===== src/rtl/core/bde_pkg.sv =====
package bde_pkg;

  // Fixed field widths of the ports.
  localparam int PIN_WIDTH     = 8;
  localparam int DELAY_WIDTH   = 16;
  localparam int CFG_IDX_WIDTH = 2;

  // Defaults of the top-level parameters.
  localparam int BUTTONS_DEFAULT     = 8;
  localparam int COUNT_WIDTH_DEFAULT = 16;

  // Register values after reset.
  localparam logic                   SCAN_ENABLE_RESET = 1'b1;
  localparam logic [DELAY_WIDTH-1:0] SHORT_DELAY_RESET = 16'd3;
  localparam logic [DELAY_WIDTH-1:0] LONG_DELAY_RESET  = 16'd150;
  localparam logic [DELAY_WIDTH-1:0] CHORD_DELAY_RESET = 16'd50;

  typedef enum logic [CFG_IDX_WIDTH-1:0] {
    CFG_SCAN_ENABLE = 2'd0,
    CFG_SHORT_DELAY = 2'd1,
    CFG_LONG_DELAY  = 2'd2,
    CFG_CHORD_DELAY = 2'd3
  } cfg_reg_e;

  // Per-button event bits as they stand after a scan.
  typedef struct packed {
    logic debounced;
    logic pressed;
    logic released;
    logic short_ev;
    logic long_ev;
  } bde_flags_t;

  // Clear strobes carried by one request.
  typedef struct packed {
    logic chord;
    logic pressed;
    logic released;
    logic short_ev;
    logic long_ev;
  } bde_clear_t;

endpackage


===== src/rtl/core/button_debounce_event_detector.sv =====
// Channel   Direction  Handshake                  Payload
// input     in         in_valid_i / in_stall_o    tick, pin_levels, five clear strobes
// output    out        out_valid_o / out_stall_i  seven 8-bit button bitmaps
// config    in         cfg_we_i                   cfg_index_i, cfg_data_i
//
// An accepted request lands in the input register and is evaluated once the output register
// is empty or draining, loading its result there. One request per cycle is sustained while
// the output is not stalled, set by the single evaluation stage between the two registers.
// Reset is asynchronous and active low; valid flags and detector state clear to zero, the
// configuration registers take their documented reset values; output bitmaps are not reset.
// A stalled output holds its result and a full input register its request, raising in_stall_o.
module button_debounce_event_detector #(
  parameter int BUTTONS     = bde_pkg::BUTTONS_DEFAULT,
  parameter int COUNT_WIDTH = bde_pkg::COUNT_WIDTH_DEFAULT
) (
  input  logic                               clk_i,
  input  logic                               rst_ni,
  // Input channel.
  input  logic                               in_valid_i,
  output logic                               in_stall_o,
  input  logic                               tick_i,
  input  logic [bde_pkg::PIN_WIDTH-1:0]      pin_levels_i,
  input  logic                               clear_chord_i,
  input  logic                               clear_pressed_i,
  input  logic                               clear_released_i,
  input  logic                               clear_short_i,
  input  logic                               clear_long_i,
  // Output channel.
  output logic                               out_valid_o,
  input  logic                               out_stall_i,
  output logic [bde_pkg::PIN_WIDTH-1:0]      raw_buttons_o,
  output logic [bde_pkg::PIN_WIDTH-1:0]      debounced_buttons_o,
  output logic [bde_pkg::PIN_WIDTH-1:0]      chord_pattern_o,
  output logic [bde_pkg::PIN_WIDTH-1:0]      pressed_latch_o,
  output logic [bde_pkg::PIN_WIDTH-1:0]      released_latch_o,
  output logic [bde_pkg::PIN_WIDTH-1:0]      short_latch_o,
  output logic [bde_pkg::PIN_WIDTH-1:0]      long_latch_o,
  // Configuration write port.
  input  logic                               cfg_we_i,
  input  logic [bde_pkg::CFG_IDX_WIDTH-1:0]  cfg_index_i,
  input  logic [bde_pkg::DELAY_WIDTH-1:0]    cfg_data_i
);

  localparam int PW = bde_pkg::PIN_WIDTH;
  localparam int DW = bde_pkg::DELAY_WIDTH;
  // Pin bits at or above BUTTONS never reach the logic.
  localparam logic [PW-1:0] BtnMask = PW'((1 << BUTTONS) - 1);

  // Configuration registers.
  logic          scan_enable_q;
  logic [DW-1:0] short_delay_q, long_delay_q, chord_delay_q;

  always_ff @(posedge clk_i or negedge rst_ni) begin
    if (!rst_ni) begin
      scan_enable_q <= bde_pkg::SCAN_ENABLE_RESET;
      short_delay_q <= bde_pkg::SHORT_DELAY_RESET;
      long_delay_q  <= bde_pkg::LONG_DELAY_RESET;
      chord_delay_q <= bde_pkg::CHORD_DELAY_RESET;
    end else if (cfg_we_i) begin
      case (bde_pkg::cfg_reg_e'(cfg_index_i))
        bde_pkg::CFG_SCAN_ENABLE: scan_enable_q <= cfg_data_i[0];
        bde_pkg::CFG_SHORT_DELAY: short_delay_q <= cfg_data_i;
        bde_pkg::CFG_LONG_DELAY:  long_delay_q  <= cfg_data_i;
        bde_pkg::CFG_CHORD_DELAY: chord_delay_q <= cfg_data_i;
        default: ;
      endcase
    end
  end

  // Input register. It refills in the same cycle that its request is evaluated.
  logic                in_valid_q;
  logic                tick_q;
  logic [PW-1:0]       pins_q;
  bde_pkg::bde_clear_t clear_q;
  logic                fire;
  logic                scan;
  logic                in_take;

  // The evaluation stage fires when the output register is empty or draining.
  assign fire       = in_valid_q && (!out_valid_o || !out_stall_i);
  assign scan       = fire && tick_q && scan_enable_q;
  assign in_stall_o = in_valid_q && !fire;
  assign in_take    = in_valid_i && !in_stall_o;

  always_ff @(posedge clk_i or negedge rst_ni) begin
    if (!rst_ni) begin
      in_valid_q <= 1'b0;
    end else if (in_take) begin
      in_valid_q <= 1'b1;
    end else if (fire) begin
      in_valid_q <= 1'b0;
    end
  end

  always_ff @(posedge clk_i) begin
    if (in_take) begin
      tick_q           <= tick_i;
      pins_q           <= pin_levels_i;
      clear_q.chord    <= clear_chord_i;
      clear_q.pressed  <= clear_pressed_i;
      clear_q.released <= clear_released_i;
      clear_q.short_ev <= clear_short_i;
      clear_q.long_ev  <= clear_long_i;
    end
  end

  // Active-low pins become a pressed pattern.
  logic [PW-1:0] pattern;
  assign pattern = ~pins_q & BtnMask;

  // The raw pattern follows the latest scan only.
  logic [PW-1:0] raw_q, raw_post;
  assign raw_post = scan ? pattern : raw_q;

  always_ff @(posedge clk_i or negedge rst_ni) begin
    if (!rst_ni) begin
      raw_q <= '0;
    end else if (fire) begin
      raw_q <= raw_post;
    end
  end

  // One counter cell per button; unused bit positions read as zero.
  logic [PW-1:0] deb_post, prs_post, rel_post, shr_post, lng_post;

  for (genvar g = 0; g < PW; g++) begin : g_btn
    if (g < BUTTONS) begin : g_cell
      bde_pkg::bde_flags_t flags;

      bde_button #(
        .COUNT_WIDTH (COUNT_WIDTH)
      ) u_button (
        .clk_i         (clk_i),
        .rst_ni        (rst_ni),
        .fire_i        (fire),
        .scan_i        (scan),
        .held_i        (pattern[g]),
        .short_delay_i (short_delay_q),
        .long_delay_i  (long_delay_q),
        .clear_i       (clear_q),
        .flags_o       (flags)
      );

      assign deb_post[g] = flags.debounced;
      assign prs_post[g] = flags.pressed;
      assign rel_post[g] = flags.released;
      assign shr_post[g] = flags.short_ev;
      assign lng_post[g] = flags.long_ev;
    end else begin : g_none
      assign deb_post[g] = 1'b0;
      assign prs_post[g] = 1'b0;
      assign rel_post[g] = 1'b0;
      assign shr_post[g] = 1'b0;
      assign lng_post[g] = 1'b0;
    end
  end

  // Stable-pattern counter and chord latch.
  logic [PW-1:0] chord_post;

  bde_chord #(
    .COUNT_WIDTH (COUNT_WIDTH)
  ) u_chord (
    .clk_i         (clk_i),
    .rst_ni        (rst_ni),
    .fire_i        (fire),
    .scan_i        (scan),
    .pattern_i     (pattern),
    .chord_delay_i (chord_delay_q),
    .clear_i       (clear_q.chord),
    .chord_o       (chord_post)
  );

  // Output register. It reports every bitmap as it stands after the scan,
  // before this request's clears act.
  always_ff @(posedge clk_i or negedge rst_ni) begin
    if (!rst_ni) begin
      out_valid_o <= 1'b0;
    end else if (fire) begin
      out_valid_o <= 1'b1;
    end else if (!out_stall_i) begin
      out_valid_o <= 1'b0;
    end
  end

  always_ff @(posedge clk_i) begin
    if (fire) begin
      raw_buttons_o       <= raw_post;
      debounced_buttons_o <= deb_post;
      chord_pattern_o     <= chord_post;
      pressed_latch_o     <= prs_post;
      released_latch_o    <= rel_post;
      short_latch_o       <= shr_post;
      long_latch_o        <= lng_post;
    end
  end

`ifndef ASSERT_OFF
  // A request blocked by a stalled result stays in the input register.
  assert property (@(posedge clk_i) disable iff (!rst_ni)
    (in_valid_q && out_valid_o && out_stall_i) |=> in_valid_q)
    else $error("request lost while the output was stalled");

  // Buttons beyond BUTTONS never show up in a delivered result.
  assert property (@(posedge clk_i) disable iff (!rst_ni)
    out_valid_o |-> (((raw_buttons_o | debounced_buttons_o | chord_pattern_o |
      pressed_latch_o | released_latch_o | short_latch_o | long_latch_o) & ~BtnMask) == '0))
    else $error("bitmap bit set for a button that does not exist");

  // A request without a scan leaves the raw pattern untouched.
  assert property (@(posedge clk_i) disable iff (!rst_ni)
    (fire && !scan) |=> $stable(raw_q))
    else $error("raw pattern changed without a scan");

  // A fired request always produces a result in the next cycle.
  assert property (@(posedge clk_i) disable iff (!rst_ni)
    fire |=> out_valid_o)
    else $error("evaluated request produced no result");
`endif

endmodule


===== src/rtl/core/bde_button.sv =====
module bde_button #(
  parameter int COUNT_WIDTH = bde_pkg::COUNT_WIDTH_DEFAULT
) (
  input  logic                             clk_i,
  input  logic                             rst_ni,
  input  logic                             fire_i,
  input  logic                             scan_i,
  input  logic                             held_i,
  input  logic [bde_pkg::DELAY_WIDTH-1:0]  short_delay_i,
  input  logic [bde_pkg::DELAY_WIDTH-1:0]  long_delay_i,
  input  bde_pkg::bde_clear_t              clear_i,
  output bde_pkg::bde_flags_t              flags_o
);

  localparam logic [COUNT_WIDTH-1:0] CntMax = '1;

  logic [COUNT_WIDTH-1:0]          count_q, count_d;
  bde_pkg::bde_flags_t             flags_q, flags_d, post;
  logic [COUNT_WIDTH-1:0]          count_inc;
  logic [bde_pkg::DELAY_WIDTH-1:0] inc_ext, cur_ext;

  assign count_inc = count_q + COUNT_WIDTH'(1);
  assign inc_ext   = bde_pkg::DELAY_WIDTH'(count_inc);
  assign cur_ext   = bde_pkg::DELAY_WIDTH'(count_q);

  // Scan of one button: count while held, flag press and long press, report on release.
  always_comb begin
    post    = flags_q;
    count_d = count_q;
    if (scan_i) begin
      if (held_i) begin
        if (count_q != CntMax) begin
          count_d = count_inc;
          if (inc_ext == short_delay_i) begin
            post.pressed   = 1'b1;
            post.debounced = 1'b1;
          end else if (inc_ext == long_delay_i) begin
            post.long_ev = 1'b1;
          end
        end
      end else begin
        if (cur_ext >= short_delay_i) begin
          post.released  = 1'b1;
          post.debounced = 1'b0;
          if (cur_ext < long_delay_i) begin
            post.short_ev = 1'b1;
          end
        end
        count_d = '0;
      end
    end
  end

  // Clears act after the result has been formed.
  always_comb begin
    flags_d          = post;
    flags_d.pressed  = post.pressed  & ~clear_i.pressed;
    flags_d.released = post.released & ~clear_i.released;
    flags_d.short_ev = post.short_ev & ~clear_i.short_ev;
    flags_d.long_ev  = post.long_ev  & ~clear_i.long_ev;
  end

  always_ff @(posedge clk_i or negedge rst_ni) begin
    if (!rst_ni) begin
      count_q <= '0;
      flags_q <= '0;
    end else if (fire_i) begin
      count_q <= count_d;
      flags_q <= flags_d;
    end
  end

  assign flags_o = post;

endmodule


===== src/rtl/core/bde_chord.sv =====
module bde_chord #(
  parameter int COUNT_WIDTH = bde_pkg::COUNT_WIDTH_DEFAULT
) (
  input  logic                             clk_i,
  input  logic                             rst_ni,
  input  logic                             fire_i,
  input  logic                             scan_i,
  input  logic [bde_pkg::PIN_WIDTH-1:0]    pattern_i,
  input  logic [bde_pkg::DELAY_WIDTH-1:0]  chord_delay_i,
  input  logic                             clear_i,
  output logic [bde_pkg::PIN_WIDTH-1:0]    chord_o
);

  localparam logic [COUNT_WIDTH-1:0] CntMax = '1;

  logic [COUNT_WIDTH-1:0]         stable_q, stable_d;
  logic [bde_pkg::PIN_WIDTH-1:0]  prev_q, prev_d;
  logic [bde_pkg::PIN_WIDTH-1:0]  chord_q, post;

  always_comb begin
    stable_d = stable_q;
    prev_d   = prev_q;
    post     = chord_q;
    if (scan_i) begin
      if (pattern_i == prev_q) begin
        if (stable_q != CntMax) begin
          stable_d = stable_q + COUNT_WIDTH'(1);
        end
        if (bde_pkg::DELAY_WIDTH'(stable_d) == chord_delay_i) begin
          post = pattern_i;
        end
      end else begin
        stable_d = '0;
      end
      prev_d = pattern_i;
    end
  end

  always_ff @(posedge clk_i or negedge rst_ni) begin
    if (!rst_ni) begin
      stable_q <= '0;
      prev_q   <= '0;
      chord_q  <= '0;
    end else if (fire_i) begin
      stable_q <= stable_d;
      prev_q   <= prev_d;
      chord_q  <= clear_i ? '0 : post;
    end
  end

  assign chord_o = post;

endmodule


===== config.mk =====
export PLATFORM = sky130hd
export DESIGN_NAME = button_debounce_event_detector
export DESIGN_NICKNAME = d
export VERILOG_FILES = /design/src/rtl/core/bde_pkg.sv /design/src/rtl/core/button_debounce_event_detector.sv /design/src/rtl/core/bde_button.sv /design/src/rtl/core/bde_chord.sv
export SDC_FILE = /design/constraint.sdc
export NUM_CORES = 1
export LEC_CHECK = 0
export ABC_CLOCK_PERIOD_IN_PS = 7100
export BUFFER_PORTS_ARGS = -buffer_cell sky130_fd_sc_hd__buf_4
export CORE_MARGIN = 1
export CORE_UTILIZATION = 40
export CTS_CLUSTER_SIZE = 14
export DETAILED_ROUTE_END_ITERATION = 10
export GPL_TIMING_DRIVEN = 0
export REMOVE_ABC_BUFFERS = 1
export SLEW_MARGIN = 20
export SYNTH_ARGS = -nofsm -noshare
export SYNTH_HDL_FRONTEND = slang
export SYNTH_SLANG_ARGS = --single-unit

===== constraint.sdc =====
create_clock -name clk_i -period 7.1 [get_ports clk_i]
set_clock_uncertainty 0.05 [all_clocks]
set_input_delay 1.42 -clock clk_i [delete_from_list [all_inputs] [get_ports clk_i]]
set_output_delay 1.42 -clock clk_i [all_outputs]
set_load 0.05 [all_outputs]

Word-level counts from Yosys, hierarchy flattened
Cells that the tools add are included.

cells by class
  add/sub/neg operators = 9
  mux-type cells = 133
  multiply operators = 0
  shift-type cells = 0
  order comparisons = 16
  eq/ne operators = 39
  bitwise gates (word level) = 37
  divide/modulo/power cells = 0
  reduce and logical (&&, ||, !) cells = 25

operators by type and width
  operator                                        number
  two-way mux 16 bit                              20
  == test 16 bit                                  17
  adder 16 x 1 -> 16 bit (second input constant)  9
  != test 16 bit (second input constant)          9
  >= comparator 16 bit                            8
  less-than comparator 16 bit                     8
  two-way mux 1 bit                               68
  two-way mux 2 bit                               32
  two-way mux 5 bit                               8
  two-way mux 8 bit                               5
  AND 1 bit                                       32
  AND reduction 3 bit                             8
  != test 2 x 1 -> 1 bit (second input constant)  9
  AND reduction 2 bit                             5
  == test 8 bit                                   1
  NOT 8 bit                                       1
  logical AND 1 bit                               5
  == test 2 bit (second input constant)           2
  logical NOT 1 bit                               4
  NOT 1 bit                                       4
  == test 2 x 1 -> 1 bit (second input constant)  1
  logical NOT 2 bit                               1
  nonzero test 2 bit                              1
  logical OR 1 bit                                1

storage, ports and cells
  bits in read-only memories = 0
  output and inout port bits = 58
  memories = 0
  flip-flop bits (word level) = 329
  bits in latches = 0
  memory bits (writable) = 0
  input bits = 37

Depth between registers and ports, before layout
  depth in word-level cells = 11
  gate-level depth with buffers = 12

Cells and area by module
Synthesis repeated with hierarchy kept, for this count alone.

second synthesis, totals
  cells, all modules = 3401
  area total of the unflattened synthesis = 30425.4 um^2

modules (own cells, without submodules)
  module                                      times used  cells an instance  area an instance (um^2)  sequential area each (um^2)
  bde_button at g_btn[0].g_cell.u_button ...  7           357                2890.3                   525.5
  button_debounce_event_detector              1           219                4672.0                   3590.9
  bde_button at g_btn[3].g_cell.u_button      1           367                2951.6                   525.5
  bde_chord                                   1           316                2570.0                   800.8

Worst setup path before layout
Ideal clock, no wire load.

  kind = in2reg
  from = input port out_stall_i
  to = register g_btn[1].g_cell.u_button.flags_q[3] (netlist name)
  data required time = 6.930 ns
  cell stages on the path = 6
  path slack = 2.893 ns
  arrival time = 4.037 ns
  buffers on the path = 1
  cells stage by stage = nand2_1 > nand2_1 > inv_1 > clkbuf_1 > nand2_1 > o21a_1

on the way
  word-level cells in the longest chain between the ends = 7

RTL lines
  what                             RTL line                              text
  start: declaration               button_debounce_event_detector.sv:30  input logic out_stall_i,
  logical NOT 1 bit (*)            -
  logical OR 1 bit (*)             button_debounce_event_detector.sv:80  assign fire = in_valid_q && (!out_valid_o || !out_stall_i);
  logical AND 1 bit (*)            button_debounce_event_detector.sv:80
  net fire                         button_debounce_event_detector.sv:75  logic fire;
  logical AND 1 bit (2 in series)  button_debounce_event_detector.sv:81  assign scan = fire && tick_q && scan_enable_q;
  two-way mux 5 bit                bde_button.sv:30                      if (scan_i) begin
  AND 1 bit                        bde_button.sv:57                      flags_d.pressed = post.pressed & ~clear_i.pressed;
  end signal: assignment           bde_button.sv:69                      flags_q <= flags_d;
  end: declaration                 bde_button.sv:18                      bde_pkg::bde_flags_t flags_q, flags_d, post;

Mark *: on every way through the listed nets, which the timed path passes. The rest lies on a longest branch.
A chain may end at the register's enable or synchronous reset.

==> key figures <==
Run status
  • Status: finished, final reports clean

Min path
  • Min-Delay Path Class: reg2reg
  • Worst hold path depth: 2

Synthesis
  • Post-synth EDFFs: 70
  • Top FF cell, synth: dfrtp_1
  • Netlist cell types: 93
  • Synth area leader: dfrtp_1
  • Synth Area per Inst: 9.27 µm²
  • Netlist Area Pre-Place: ~26000 µm²
  • Asr flop ratio synth: between 70% and 80%
  • Yosys warning count: 0
  • Synth Register Bits: 329
  • Sequential-to-total area share from yosys stat: 33.1%
  • Synth top area share: 24.0%
  • Gate count of the mapped netlist: 2799
  • Synth area leaders: dfrtp_1 (24%), ha_1 (13%), edfxtp_1 (8.1%)

Power and ir drop
  • Switching pwr: 2530 µW
  • PwrDens: 232 nW/µm²
  • Switching Fraction: 37.9%
  • P_leak: 0.0126 µW
  • Clock power frac: 32.3%
  • Max VDD drop: between 0.15 and 0.2 mV
  • Seq pwr share: 38.7%
  • Internal Power: 4140 µW
  • Logic pwr share: between 20 and 30%

Flow run
  • Max-Cap Viols: 0

Detailed routing
  • Drt drc: 0
  • 1st-iter DRT viols: 2347
  • Vias per cell: 6.21
  • Detailed Routing Iterations Pass 1: 8
  • Routed wire length: 93.1 mm
  • Routed len/inst: 25.3 µm
  • Via count: 22800
  • Antenna Nets Post-Route: 0

Die
  • Std cell rows: 93
  • Die height: 257 µm
  • Core ar.: 64200 µm²
  • Initial core utilization: 40.4%
  • Die width: 257 µm
  • Io pins: 95
  • Die area: 65900 µm²

Finish
  • Fin cells: 3675
  • Fillers: just over 6000
  • Area Growth Syn to Fin: 10.5%
  • Final nets: approximately 3000
  • Most frequent cells in the layout: ha_1 (265), dfrtp_1 (246), xnor2_1 (237), o21ai_0 (226), nand2_1 (164)
  • Final core utilization: between 40% and 50%
  • Share of layout cells above drive strength 1: between 10% and 20%
  • Most common cell after layout, fill and taps aside: ha_1

Clock tree
  • Clk Latency, worst-skew pair: 0.59 ns
  • Clock Sink Count: 329
  • Cts repair resizes: 0
  • CTS tree: yes
  • Worst-path clk slew: ~0.060 ns
  • Number of setup buffers added after CTS: 0
  • Hold buffers post-CTS: 0
  • H-Tree Depth: 2
  • Root Driver: clkbuf_16
  • Clock Path Buffers: 3
  • CTS Buf Count: about 40

GRT
  • Largest net degree at the start of global routing: 94
  • Total gr overflow: 0
  • GRT Util Overall: 28.1%
  • Vias in the first global route: about 22000
  • Global-route wire length before repair: 140 mm
  • Met2 Use GR: 42.7%
  • Gr busiest metal: met2
  • Initial antenna violation count: 2
  • Met1 GRT Util: roughly two fifths
  • Global Route met3 Usage: about 4.4%

Timing
  • Max_slew headroom: ~18%
  • Final Setup Violations: 0
  • Worst-margin pin slew: 1.23 ns
  • Final Hold Viols: 0
  • Tmin final: between 5 and 6 ns
  • Max Fclk: 0.194 GHz
  • RSZ-0062 raised after global routing: no
  • PnR worst setup slack: 1.94 ns
  • Fin crit share: 72.6%
  • Slew Viols, Final: 0

Worst setup path
  • CP arrival: 5.62 ns
  • R2R cell count: 8
  • Worst setup SP type: input pin
  • CP required: 7.56 ns
  • CP endpoint kind: register
  • Setup Crit Path Kind: in2reg
  • Crit Path Max Fanout: 27

Placed design
  • Dpl hpwl: roughly 63 mm
  • Inst Count DP: 3598
  • Input/output buffers: 94
  • Setup WS pre-CTS: 1.45 ns
  • RD Place Congestion: between 0.9 and 1
-- Yosys cell counts, types with 6 or more instances --
master,number
nor4_1,46
dfrtp_1,249
mux2_2,52
nor2b_1,23
a21oi_1,121
a21o_1,88
o211ai_1,17
inv_1,85
and2_1,31
mux2i_1,16
nand2b_1,28
a211oi_1,14
or4_1,9
buf_1,8
edfxtp_1,70
a41o_1,6
o21a_1,24
o2111ai_1,16
and3_1,47
o22ai_1,10
o31ai_1,59
xnor2_1,237
buf_2,20
dfstp_2,10
nand4_1,74
nand3_1,113
ha_1,265
a211o_1,6
and4_1,14
xor2_1,90
nor2_1,156
nand2_1,164
a22o_1,14
or2_2,14
a31oi_1,9
nand3b_1,7
nor3_1,52
o21ai_0,230
or3_1,19
o41ai_1,18
xnor3_1,21
a2111oi_0,17
clkbuf_1,128
-- power groups by stage --
stage	clock [µW]	combinational [µW]	sequential [µW]
3_3_place_gp	0	1820	2590
6_report	2160	1930	2580
3_5_place_dp	0	1900	2600
5_1_grt	2270	2110	2590
2_1_floorplan	0	1220	2440
4_1_cts	2200	1910	2560
-- layer usage --
metal | vias to the layer above | part of all wire, % | wire [µm]
li1 | 10300 | - | -
met1 | 11200 | 43 | 40100
met2 | 1043 | 43 | 40500
met3 | 228 | 8.3 | 7750
met4 | 0 | 5.2 | 4820
met5 | - | 0 | 0
-- area by class of cell --
cell class	instances	area (µm²)	share of cell area (%)
diodes	2	5.00	0.0174
well taps	855	1070	3.73
clock buffers	51	1070	3.74
repair buffers	106	917	3.20
flip-flops and latches	329	8600	30.0
multi-input cells	2216	16400	57.2
clock inverters	24	260	0.907
inverters	92	348	1.21
-- kinds of logic after synthesis --
| kind of cell | count (synthesis) | share of synthesized area, % |
|---|---|---|
| buffers and inverters | 254 | 3.86 |
| XOR/XNOR | 348 | 12.9 |
| AO/OA/AOI/OAI | 710 | 17.9 |
| adder cells (fa/ha/maj) | 266 | 12.8 |
| AND/OR/NAND/NOR | 823 | 16.5 |
| multiplexers | 69 | 2.93 |
| flip-flops | 329 | 33.1 |
-- state kept, by name, indices dropped and copies added, names as in the netlist, 16 cells and up --
register / cells
short_delay_q: 16
long_delay_q: 16
chord_delay_q: 16
g_btn.g_cell.u_button.count_q: 128
g_btn.g_cell.u_button.flags_q: 40
u_chord.stable_q: 16
-- final timing paths --
kind                       slack [ns]                                  end                                start
max                              1.94  g_btn[1].g_cell.u_button.flags_q[0]                          out_stall_i
min                              0.42  g_btn[7].g_cell.u_button.flags_q[4]  g_btn[7].g_cell.u_button.flags_q[4]
max reg2reg                      2.18                     short_latch_o[7]                      long_delay_q[9]
min reg2reg                      0.42  g_btn[7].g_cell.u_button.flags_q[4]  g_btn[7].g_cell.u_button.flags_q[4]
max in group asynchronous        4.81                     long_delay_q[14]                               rst_ni
min in group asynchronous        0.81  g_btn[0].g_cell.u_button.count_q[3]                               rst_ni
-- through the flow --
stage	power, µW	cell area, µm²	hold WS, ns	setup TNS (ns)
6_report	6670	28700	0.425	0
5_1_grt	6960	28700	0.433	0
4_1_cts	6670	28700	0.430	0
3_5_place_dp	4490	27300	0.416	0
3_3_place_gp	4410	27100	0.403	-501.30
2_1_floorplan	3660	25300	0.389	0
-- critical path, stage by stage --
cell and delay, ns:
buf_4 0.12, nand2_1 0.07, nand2_1 0.26, inv_4 0.51, nand3_4 0.34, nor2_2 0.63
nand2_1 0.75, or4_1 0.75, nor4_1 0.22, a41o_1 0.35, and2_1 0.16
No activity file was read; power rests on OpenSTA's default activity.
